===== config.mk =====
export PLATFORM = sky130hd
export DESIGN_NAME = accel_sample_overwrite_fifo_core
export DESIGN_NICKNAME = d
export VERILOG_FILES = /design/src/hw/rtl/asof_pkg.sv /design/src/hw/rtl/accel_sample_overwrite_fifo_core.sv /design/src/hw/rtl/asof_ctrl.sv /design/src/hw/rtl/asof_datapath.sv
export SDC_FILE = /design/constraint.sdc
export NUM_CORES = 1
export LEC_CHECK = 0
export CORE_UTILIZATION = 50
export CTS_BUF_LIST = sky130_fd_sc_hd__clkbuf_16
export CTS_CLUSTER_DIAMETER = 80
export DETAILED_ROUTE_END_ITERATION = 16
export DONT_BUFFER_PORTS = 1
export PLACE_DENSITY_LB_ADDON = 0.08
export SLEW_MARGIN = 20
export SYNTH_ARGS = -nofsm -noshare
export SYNTH_HDL_FRONTEND = slang
export SYNTH_HIERARCHICAL = 1
export SYNTH_SLANG_ARGS = --single-unit

===== constraint.sdc =====
create_clock -name aclk -period 7 [get_ports aclk]
set_clock_uncertainty 0.15 [all_clocks]
set_input_delay 1.4 -clock aclk [delete_from_list [all_inputs] [get_ports aclk]]
set_output_delay 1.4 -clock aclk [all_outputs]
set_load 0.02 [all_outputs]

===== src/hw/rtl/asof_pkg.sv =====
`timescale 1ns / 1ps
`default_nettype none

package asof_pkg;

    localparam int FIFO_DEPTH_DEF = 8;
    localparam int AXIS_W         = 16;
    localparam int FILL_W         = 4;
    localparam int OVR_W          = 8;
    localparam int SHIFT_W        = 2;

    localparam logic CMD_PUSH = 1'b0;
    localparam logic CMD_POP  = 1'b1;

    localparam logic STATUS_OK    = 1'b0;
    localparam logic STATUS_EMPTY = 1'b1;

    typedef struct packed {
        logic                     command;
        logic signed [AXIS_W-1:0] axis_x_raw;
        logic signed [AXIS_W-1:0] axis_y_raw;
        logic signed [AXIS_W-1:0] axis_z_raw;
    } asof_in_t;

    typedef struct packed {
        logic                     status;
        logic signed [AXIS_W-1:0] sample_x;
        logic signed [AXIS_W-1:0] sample_y;
        logic signed [AXIS_W-1:0] sample_z;
        logic [FILL_W-1:0]        fill_level;
        logic [OVR_W-1:0]         overwrites;
    } asof_out_t;

    typedef struct packed {
        logic signed [AXIS_W-1:0] x;
        logic signed [AXIS_W-1:0] y;
        logic signed [AXIS_W-1:0] z;
    } asof_sample_t;

    // controller -> datapath
    typedef struct packed {
        logic take;      // input word accepted this cycle
        logic load_mem;  // load result from registered memory read
    } asof_cmd_t;

    // datapath -> controller
    typedef struct packed {
        logic pop_data;  // offered word is a pop that will find data
        logic out_valid;
    } asof_stat_t;

endpackage

`default_nettype wire


===== src/hw/rtl/accel_sample_overwrite_fifo_core.sv =====
// Overwriting ring FIFO of three-axis accelerometer samples. A push word
// stores its three axes, each shifted right arithmetically by the 2-bit
// scale setting, and drops the oldest entry when all FIFO_DEPTH entries are
// in use (the 8-bit overwrite count then wraps forward). A pop word returns
// the oldest entry, or status 1 with zero samples when empty. Every result
// word carries the fill level (low 4 bits) and the overwrite count. A push
// or an empty pop goes straight to the output register; a pop with data
// first passes the registered sample memory read. A new word can enter in
// the cycle the held result is taken; input is held off while a result
// waits unread or a pop's memory read is under way. The user writes the
// scale setting via cfg_wr_en/cfg_wr_data only while idle; not enforced.
`timescale 1ns / 1ps
`default_nettype none

module accel_sample_overwrite_fifo_core
    import asof_pkg::*;
#(
    parameter int FIFO_DEPTH = FIFO_DEPTH_DEF
) (
    input  wire logic               aclk,
    input  wire logic               aresetn,
    input  wire logic               cfg_wr_en,
    input  wire logic [SHIFT_W-1:0] cfg_wr_data,
    input  wire logic               s_valid,
    output logic                    s_ready,
    input  wire asof_in_t           s_data,
    output logic                    m_valid,
    input  wire logic               m_ready,
    output asof_out_t               m_data
);

    asof_cmd_t  cmd;
    asof_stat_t stat;

    asof_ctrl u_ctrl (
        .aclk    (aclk),
        .aresetn (aresetn),
        .s_valid (s_valid),
        .m_ready (m_ready),
        .stat    (stat),
        .cmd     (cmd),
        .s_ready (s_ready)
    );

    asof_datapath #(
        .FIFO_DEPTH (FIFO_DEPTH)
    ) u_datapath (
        .aclk        (aclk),
        .aresetn     (aresetn),
        .cfg_wr_en   (cfg_wr_en),
        .cfg_wr_data (cfg_wr_data),
        .s_data      (s_data),
        .m_ready     (m_ready),
        .cmd         (cmd),
        .stat        (stat),
        .m_data      (m_data)
    );

    assign m_valid = stat.out_valid;

endmodule

`default_nettype wire


===== src/hw/rtl/asof_ctrl.sv =====
`timescale 1ns / 1ps
`default_nettype none

module asof_ctrl
    import asof_pkg::*;
(
    input  wire logic       aclk,
    input  wire logic       aresetn,
    input  wire logic       s_valid,
    input  wire logic       m_ready,
    input  wire asof_stat_t stat,
    output asof_cmd_t       cmd,
    output logic            s_ready
);

    localparam logic ST_ACCEPT = 1'b0;
    localparam logic ST_POP    = 1'b1;

    logic state_reg;
    logic state_next;

    always_comb begin
        s_ready      = (state_reg == ST_ACCEPT) && (!stat.out_valid || m_ready);
        cmd.take     = s_valid && s_ready;
        cmd.load_mem = (state_reg == ST_POP);
    end

    always_comb begin
        state_next = state_reg;
        case (state_reg)
            ST_ACCEPT: begin
                if (cmd.take && stat.pop_data) begin
                    state_next = ST_POP;
                end
            end
            ST_POP: begin
                state_next = ST_ACCEPT;
            end
            default: begin
                state_next = ST_ACCEPT;
            end
        endcase
    end

    always_ff @(posedge aclk) begin
        if (!aresetn) begin
            state_reg <= ST_ACCEPT;
        end else begin
            state_reg <= state_next;
        end
    end

endmodule

`default_nettype wire


===== src/hw/rtl/asof_datapath.sv =====
`timescale 1ns / 1ps
`default_nettype none

module asof_datapath
    import asof_pkg::*;
#(
    parameter int FIFO_DEPTH = FIFO_DEPTH_DEF
) (
    input  wire logic               aclk,
    input  wire logic               aresetn,
    input  wire logic               cfg_wr_en,
    input  wire logic [SHIFT_W-1:0] cfg_wr_data,
    input  wire asof_in_t           s_data,
    input  wire logic               m_ready,
    input  wire asof_cmd_t          cmd,
    output asof_stat_t              stat,
    output asof_out_t               m_data
);

    localparam int PTR_W = $clog2(FIFO_DEPTH);
    localparam int CNT_W = $clog2(FIFO_DEPTH + 1);
    localparam logic [PTR_W-1:0] PTR_LAST = PTR_W'(FIFO_DEPTH - 1);
    localparam logic [CNT_W-1:0] CNT_FULL = CNT_W'(FIFO_DEPTH);

    asof_sample_t mem [FIFO_DEPTH];
    asof_sample_t rd_data_reg;
    asof_sample_t wr_sample;

    logic [SHIFT_W-1:0] scale_shift_reg;
    logic [PTR_W-1:0]   wr_ptr_reg, wr_ptr_next;
    logic [PTR_W-1:0]   rd_ptr_reg, rd_ptr_next;
    logic [CNT_W-1:0]   cnt_reg, cnt_next;
    logic [OVR_W-1:0]   lost_reg, lost_next;
    logic               out_valid_reg, out_valid_next;
    asof_out_t          out_data_reg, out_data_next;
    logic               is_push;
    logic               is_pop;

    assign is_push = cmd.take && (s_data.command == CMD_PUSH);
    assign is_pop  = cmd.take && stat.pop_data;

    assign stat.pop_data  = (s_data.command == CMD_POP) && (cnt_reg != '0);
    assign stat.out_valid = out_valid_reg;
    assign m_data         = out_data_reg;

    always_comb begin
        wr_sample.x = s_data.axis_x_raw >>> scale_shift_reg;
        wr_sample.y = s_data.axis_y_raw >>> scale_shift_reg;
        wr_sample.z = s_data.axis_z_raw >>> scale_shift_reg;
    end

    always_comb begin
        wr_ptr_next = wr_ptr_reg;
        rd_ptr_next = rd_ptr_reg;
        cnt_next    = cnt_reg;
        lost_next   = lost_reg;
        if (is_push) begin
            wr_ptr_next = (wr_ptr_reg == PTR_LAST) ? '0 : wr_ptr_reg + 1'b1;
            if (cnt_reg == CNT_FULL) begin
                rd_ptr_next = (rd_ptr_reg == PTR_LAST) ? '0 : rd_ptr_reg + 1'b1;
                lost_next   = lost_reg + 1'b1;
            end else begin
                cnt_next = cnt_reg + 1'b1;
            end
        end else if (is_pop) begin
            rd_ptr_next = (rd_ptr_reg == PTR_LAST) ? '0 : rd_ptr_reg + 1'b1;
            cnt_next    = cnt_reg - 1'b1;
        end
    end

    always_comb begin
        out_valid_next = out_valid_reg && !m_ready;
        out_data_next  = out_data_reg;
        if (cmd.load_mem) begin
            out_valid_next           = 1'b1;
            out_data_next.status     = STATUS_OK;
            out_data_next.sample_x   = rd_data_reg.x;
            out_data_next.sample_y   = rd_data_reg.y;
            out_data_next.sample_z   = rd_data_reg.z;
            out_data_next.fill_level = FILL_W'(cnt_reg);
            out_data_next.overwrites = lost_reg;
        end else if (cmd.take && !stat.pop_data) begin
            out_valid_next           = 1'b1;
            out_data_next.status     = (s_data.command == CMD_POP) ? STATUS_EMPTY : STATUS_OK;
            out_data_next.sample_x   = '0;
            out_data_next.sample_y   = '0;
            out_data_next.sample_z   = '0;
            out_data_next.fill_level = FILL_W'(cnt_next);
            out_data_next.overwrites = lost_next;
        end
    end

    always_ff @(posedge aclk) begin
        if (is_push) begin
            mem[wr_ptr_reg] <= wr_sample;
        end
        rd_data_reg <= mem[rd_ptr_reg];
    end

    always_ff @(posedge aclk) begin
        out_data_reg <= out_data_next;
    end

    always_ff @(posedge aclk) begin
        if (!aresetn) begin
            scale_shift_reg <= '0;
            wr_ptr_reg      <= '0;
            rd_ptr_reg      <= '0;
            cnt_reg         <= '0;
            lost_reg        <= '0;
            out_valid_reg   <= 1'b0;
        end else begin
            if (cfg_wr_en) begin
                scale_shift_reg <= cfg_wr_data;
            end
            wr_ptr_reg    <= wr_ptr_next;
            rd_ptr_reg    <= rd_ptr_next;
            cnt_reg       <= cnt_next;
            lost_reg      <= lost_next;
            out_valid_reg <= out_valid_next;
        end
    end

endmodule

`default_nettype wire


After elaboration in Yosys (flattened, before gate mapping). Memories as Yosys holds them, arrays and structs flattened. A register that Yosys moved wholly into a read port is not among the register bits. Cells that the tools add are included.

Bits in registers: 83. RAM bits: 384. Memories: 1. Logic and storage cells: 62.

Memories: u_datapath.mem (words 8, width 48, read ports 1, clocked after Yosys merged registers in 1, write ports 1, line asof_datapath.sv:25) `asof_sample_t mem [FIFO_DEPTH];`.

Shift operators: 3. Muxes and demuxes: 19. Equality and inequality tests: 4. Add/subtract/negate cells: 5. Bitwise gates (word level): 2. Reductions and logical operators: 15.

Operators by type and width (number): $mux W60 (2); $sshr A16 B2 Y16 (3); $mux W8 (2); $mux W3 (5); $mux W4 (3); $add A8 B1 Y8 const B (1); $logic_and A1 B1 Y1 (7); $add A3 B1 Y3 const B (2); $eq A3 B3 Y1 const B (2); $mux W1 (6); $add A4 B1 Y4 const B (1); $eq A4 B4 Y1 const B (1); $reduce_bool A2 Y1 (2); $reduce_bool A4 Y1 (1); $sub A4 B1 Y4 const B (1); $logic_not A1 Y1 (3); $ne A2 B2 Y1 const B (1); $not A1 Y1 (2); $pmux W1 S2 (1); $reduce_and A2 Y1 (1); $logic_or A1 B1 Y1 (1).

Logic depth before layout (Yosys ltp).
Word-level depth: 9. Gate-level depth with buffers: 8. Depth with buffers taken out: 7.

Hierarchy. The synthesis kept the hierarchy.

By module, submodules not included: asof_datapath (cells each 960, times used 1, sequential area each 14734.1 µm², area each 19812.8 µm²); asof_ctrl (cells each 7, times used 1, sequential area each 20.0 µm², area each 71.3 µm²).

Worst setup path before layout. Ideal clock, no wire load.

Path kind: input to register. Start point: input m_ready. End point: memory u_datapath/mem[0][0] in the netlist's numbering (enable). Buffers on the path: 1. Stages: 5. Setup slack: -0.230 ns. Data arrival time: 6.507 ns. Required time: 6.277 ns. Cells stage by stage: nor2b_4 nor3b_1 nand2b_1 clkbuf_1 nor4_1.

RTL lines: from (decl) (line accel_sample_overwrite_fifo_core.sv:28) `input wire logic m_ready,`; to (decl) (line asof_datapath.sv:25).

==> results.tsv <==
stage	metric	value	unit
synthesis	Async S/R FF share, synth	0	
route	met2 wire length	18700	um
synthesis	Synth area leaders	edfxtp_1, mux4_2, dfxtp_1, mux2_2, and2_1	
critical_path	CP dominant cell by count	buf_4	
critical_path	CP startpoint kind	input pin	
critical_path	CP cell instances	nor2b_4 -> nor3b_1 -> buf_4 -> nor2b_1 -> nand2_1 -> nor2_4 -> buf_4	
worst_hold_path	HP Class	reg2reg	
cts	clock root buffer	clkbuf_16	
route	vias	8888	
place	port bufs	0	
critical_path	Worst Reg-to-Reg Cells	7	
synthesis	post-synth top area cell	edfxtp_1	
flow_run	Max Cap Viol	0	
sta	setup_tns	0	ns
layout	P&R area growth vs syn	11.0	%
critical_path	Reg2Reg Setup Slack	3.35	ns
cts	hold_buf cts	0	
cts	clock transition at the registers of the reported paths	0.06	ns
global_route	initial antenna violation count	1	
synthesis	Main synth FF type	edfxtp_1	
pwr	PwrDens	301	nW/um^2
critical_path	max incr delay on CP	0.73	ns
synthesis	cell count after synthesis	967	
floorplanning	Die Wd	201	um
worst_hold_path	Hold Path End	u_datapath/m_data[46]	
critical_path	worst r2r dst	u_datapath/mem[6][20]	
sta	fin crit share	0.541	
place	gpl congestion	0.770	
pwr	Flop pwr share	0.552	
floorplanning	Die H	201	um
critical_path	worst endpoint data arrival time	3.85	ns
sta	RSZ-0062 raised after global routing	no	
cts	CTS Buf Count	52	
pwr	clock power share	0.380	
route	DRC violations left	0	
global_route	Total Routing Usage GR	0.190	
global_route	global-route wire length before repair	57200	um
synthesis	Mapped Area	19900	um^2
place	placed insts	1451	
layout	max reg flops	384	
route	WL/cell	24.3	um
pwr	Leakage Power	6.99	nW
layout	final net count	1050	
layout	layout cells sized above 1	0.287	
critical_path	Worst Path Max Fanout	26	
critical_path	required time of the worst setup path	7.07	ns
cts	post-CTS setup repair buffer count	0	
floorplanning	die area	40600	um^2
global_route	vias in the first global route	9436	
route	Via density	5.75	
cts	Sink Count	515	
synthesis	Post-Syn Area per Cell	20.6	um^2
cts	CTS tree	yes	
route	DR iter-0 viols	576	
floorplanning	Initial Utilization	0.511	
pwr	Internal	0.00517	W
pwr	switching pwr	0.00148	W
cts	Max Root-Sink Buffers	3	
critical_path	critical path type	in2reg	
pwr	sw frac	0.223	
worst_hold_path	WHS Path Cells	1	
floorplanning	Core Rows	72	
pwr	Peak VDD IR	0.195	mV
synthesis	synth warn	6	
route	Max Used Layer	met4	
pwr	Comb pwr share	0.068	
cts	htree depth	2	
synthesis	register bit total from synthesis	515	
critical_path	slowest cell on the critical path	nor2_4	
route	total routed wirelength	37500	um
route	length of routed wiring on met1	16600	um
synthesis	post-synthesis sequential area ratio	0.742	
critical_path	Worst Setup End Kind	flip-flop	
route	1st-pass router iterations	4	
worst_hold_path	hold path startpoint	u_datapath/rd_data_reg[34]	
route	Antenna Nets Post-Route	0	
layout	fillers	2953	
sta	Max Clk Rate	264	MHz
global_route	grt ovf	0	
floorplanning	Core ar.	38900	um^2
global_route	largest net degree at the start of global routing	62	
sta	Final Hold Viols	0	
run_status	status	finished clean	
synthesis	number of distinct library cells after synthesis	43	
floorplanning	I/O Pins	119	
synthesis	number of synthesized flops with an enable pin	444	
sta	min Tclk post-route	3.78	ns
sta	Worst Max-Slew Pin Slew	0.894	ns
sta	relative slew slack	0.404	
synthesis	top cell type's share of synthesized area	0.671	
layout	Post-Layout Cell Count	1547	
critical_path	Reg-to-Reg Start	u_ctrl/state_reg	
cts	worst skew pair latency	0.58	ns
route	routed length on met3	1520	um
layout	antenna cells	0	
cts	post-cts repair resize count	0	
place	Final HPWL DP	21300	um
synthesis	syn nets	1030	
sta	Final setup violation count	0	
sta	Pins Over Slew Limit	0	
worst max-delay path by stage:
stage	startpoint	end	depth (start not counted)
6_report	m_ready	u_datapath/mem[6][20]	7
5_1_grt	m_ready	u_datapath/mem[6][22]	7
4_1_cts	m_ready	u_datapath/mem[6][20]	7
3_5_place_dp	m_ready	u_datapath/mem[6][20]	7
3_3_place_gp	m_ready	u_datapath/mem[6][26]	7
2_1_floorplan	m_ready	u_datapath/mem[4][0]	6
synth_stat cells, types with 3 or more instances:
master / n
a211oi_1: 3
a21oi_1: 15
and2_1: 50
buf_1: 6
buf_2: 19
clkbuf_1: 24
dfxtp_1: 71
edfxtp_1: 444
ha_1: 7
inv_1: 8
mux2_2: 59
mux2i_1: 7
mux4_2: 129
nand2_1: 14
nand2b_1: 4
nand3_1: 6
nand4_1: 3
nor2_1: 24
nor2b_1: 7
nor3_1: 11
nor3_2: 3
nor4_1: 5
o21ai_0: 6
xnor2_1: 13
xor2_1: 5
worst max-delay path: cells and delay by family:
family | cells | cell delay [ns]
buffers and inverters | 2 | 0.73
AND/OR/NAND/NOR | 5 | 1.69
power groups by stage:
stage               Combinational (W)  Sequential [W]  Clock (W)
finish                       0.000453         0.00367    0.00253
global route                 0.000496         0.00368    0.00273
CTS                          0.000467         0.00367    0.00260
detailed placement           0.000464         0.00374          0
global placement             0.000456         0.00373          0
floorplan                    0.000367         0.00370          0
cell usage in the layout, fill, tap and decap left out, types with 15 or more instances in the layout:
master and n:
edfxtp_1 444, mux4_2 129, dfxtp_1 65, mux2_2 59, clkbuf_16 53, and2_1 50, inv_1 21, nor2_1 21
buf_4 18, clkinv_1 17, a21oi_1 15
cell families (layout without fill, tap and decap cells):
family	after synthesis	count (layout)	synth area share
buffers and inverters	62	124	0.0137
muxes	195	195	0.183
DFF	515	515	0.742
AOI/OAI and AO/OA	31	31	0.00906
and+or+nand+nor	139	139	0.0399
adders and majority gates	7	7	0.00440
xor gates and xnor gates	18	18	0.00793
routing by layer:
layer | vias up | global-route usage
met1 | 4712 | 0.260
met2 | 182 | 0.313
met5 | - | 0
met3 | 45 | 0.0347
met4 | 0 | 0.0590
li1 | 3949 | -
layout make-up:
| type | instances | area [um^2] | share of cell area |
|---|---|---|---|
| Clock buffer | 53 | 1330 | 0.0601 |
| Multi-Input combinational cell | 390 | 4920 | 0.223 |
| Inverter | 10 | 37.5 | 0.00170 |
| Timing Repair Buffer | 18 | 135 | 0.00612 |
| Tap cell | 518 | 648 | 0.0294 |
| Clock inverter | 43 | 230 | 0.0104 |
| Sequential cell | 515 | 14800 | 0.669 |
stage by stage:
step / worst slack (ns) / hold WS (ns) / total power [W] / util / cell area (um^2)
3_3_place_gp: 2.66 / 0.341 / 0.00419 / 0.527 / 20500
4_1_cts: 3.23 / 0.342 / 0.00674 / 0.567 / 22100
2_1_floorplan: 0.593 / 0.309 / 0.00407 / - / 19900
5_1_grt: 3.02 / 0.361 / 0.00691 / 0.567 / 22100
3_5_place_dp: 2.64 / 0.345 / 0.00420 / 0.527 / 20500
6_report: 3.22 / 0.347 / 0.00665 / 0.567 / 22100
Power figures use the tool's default switching activity.
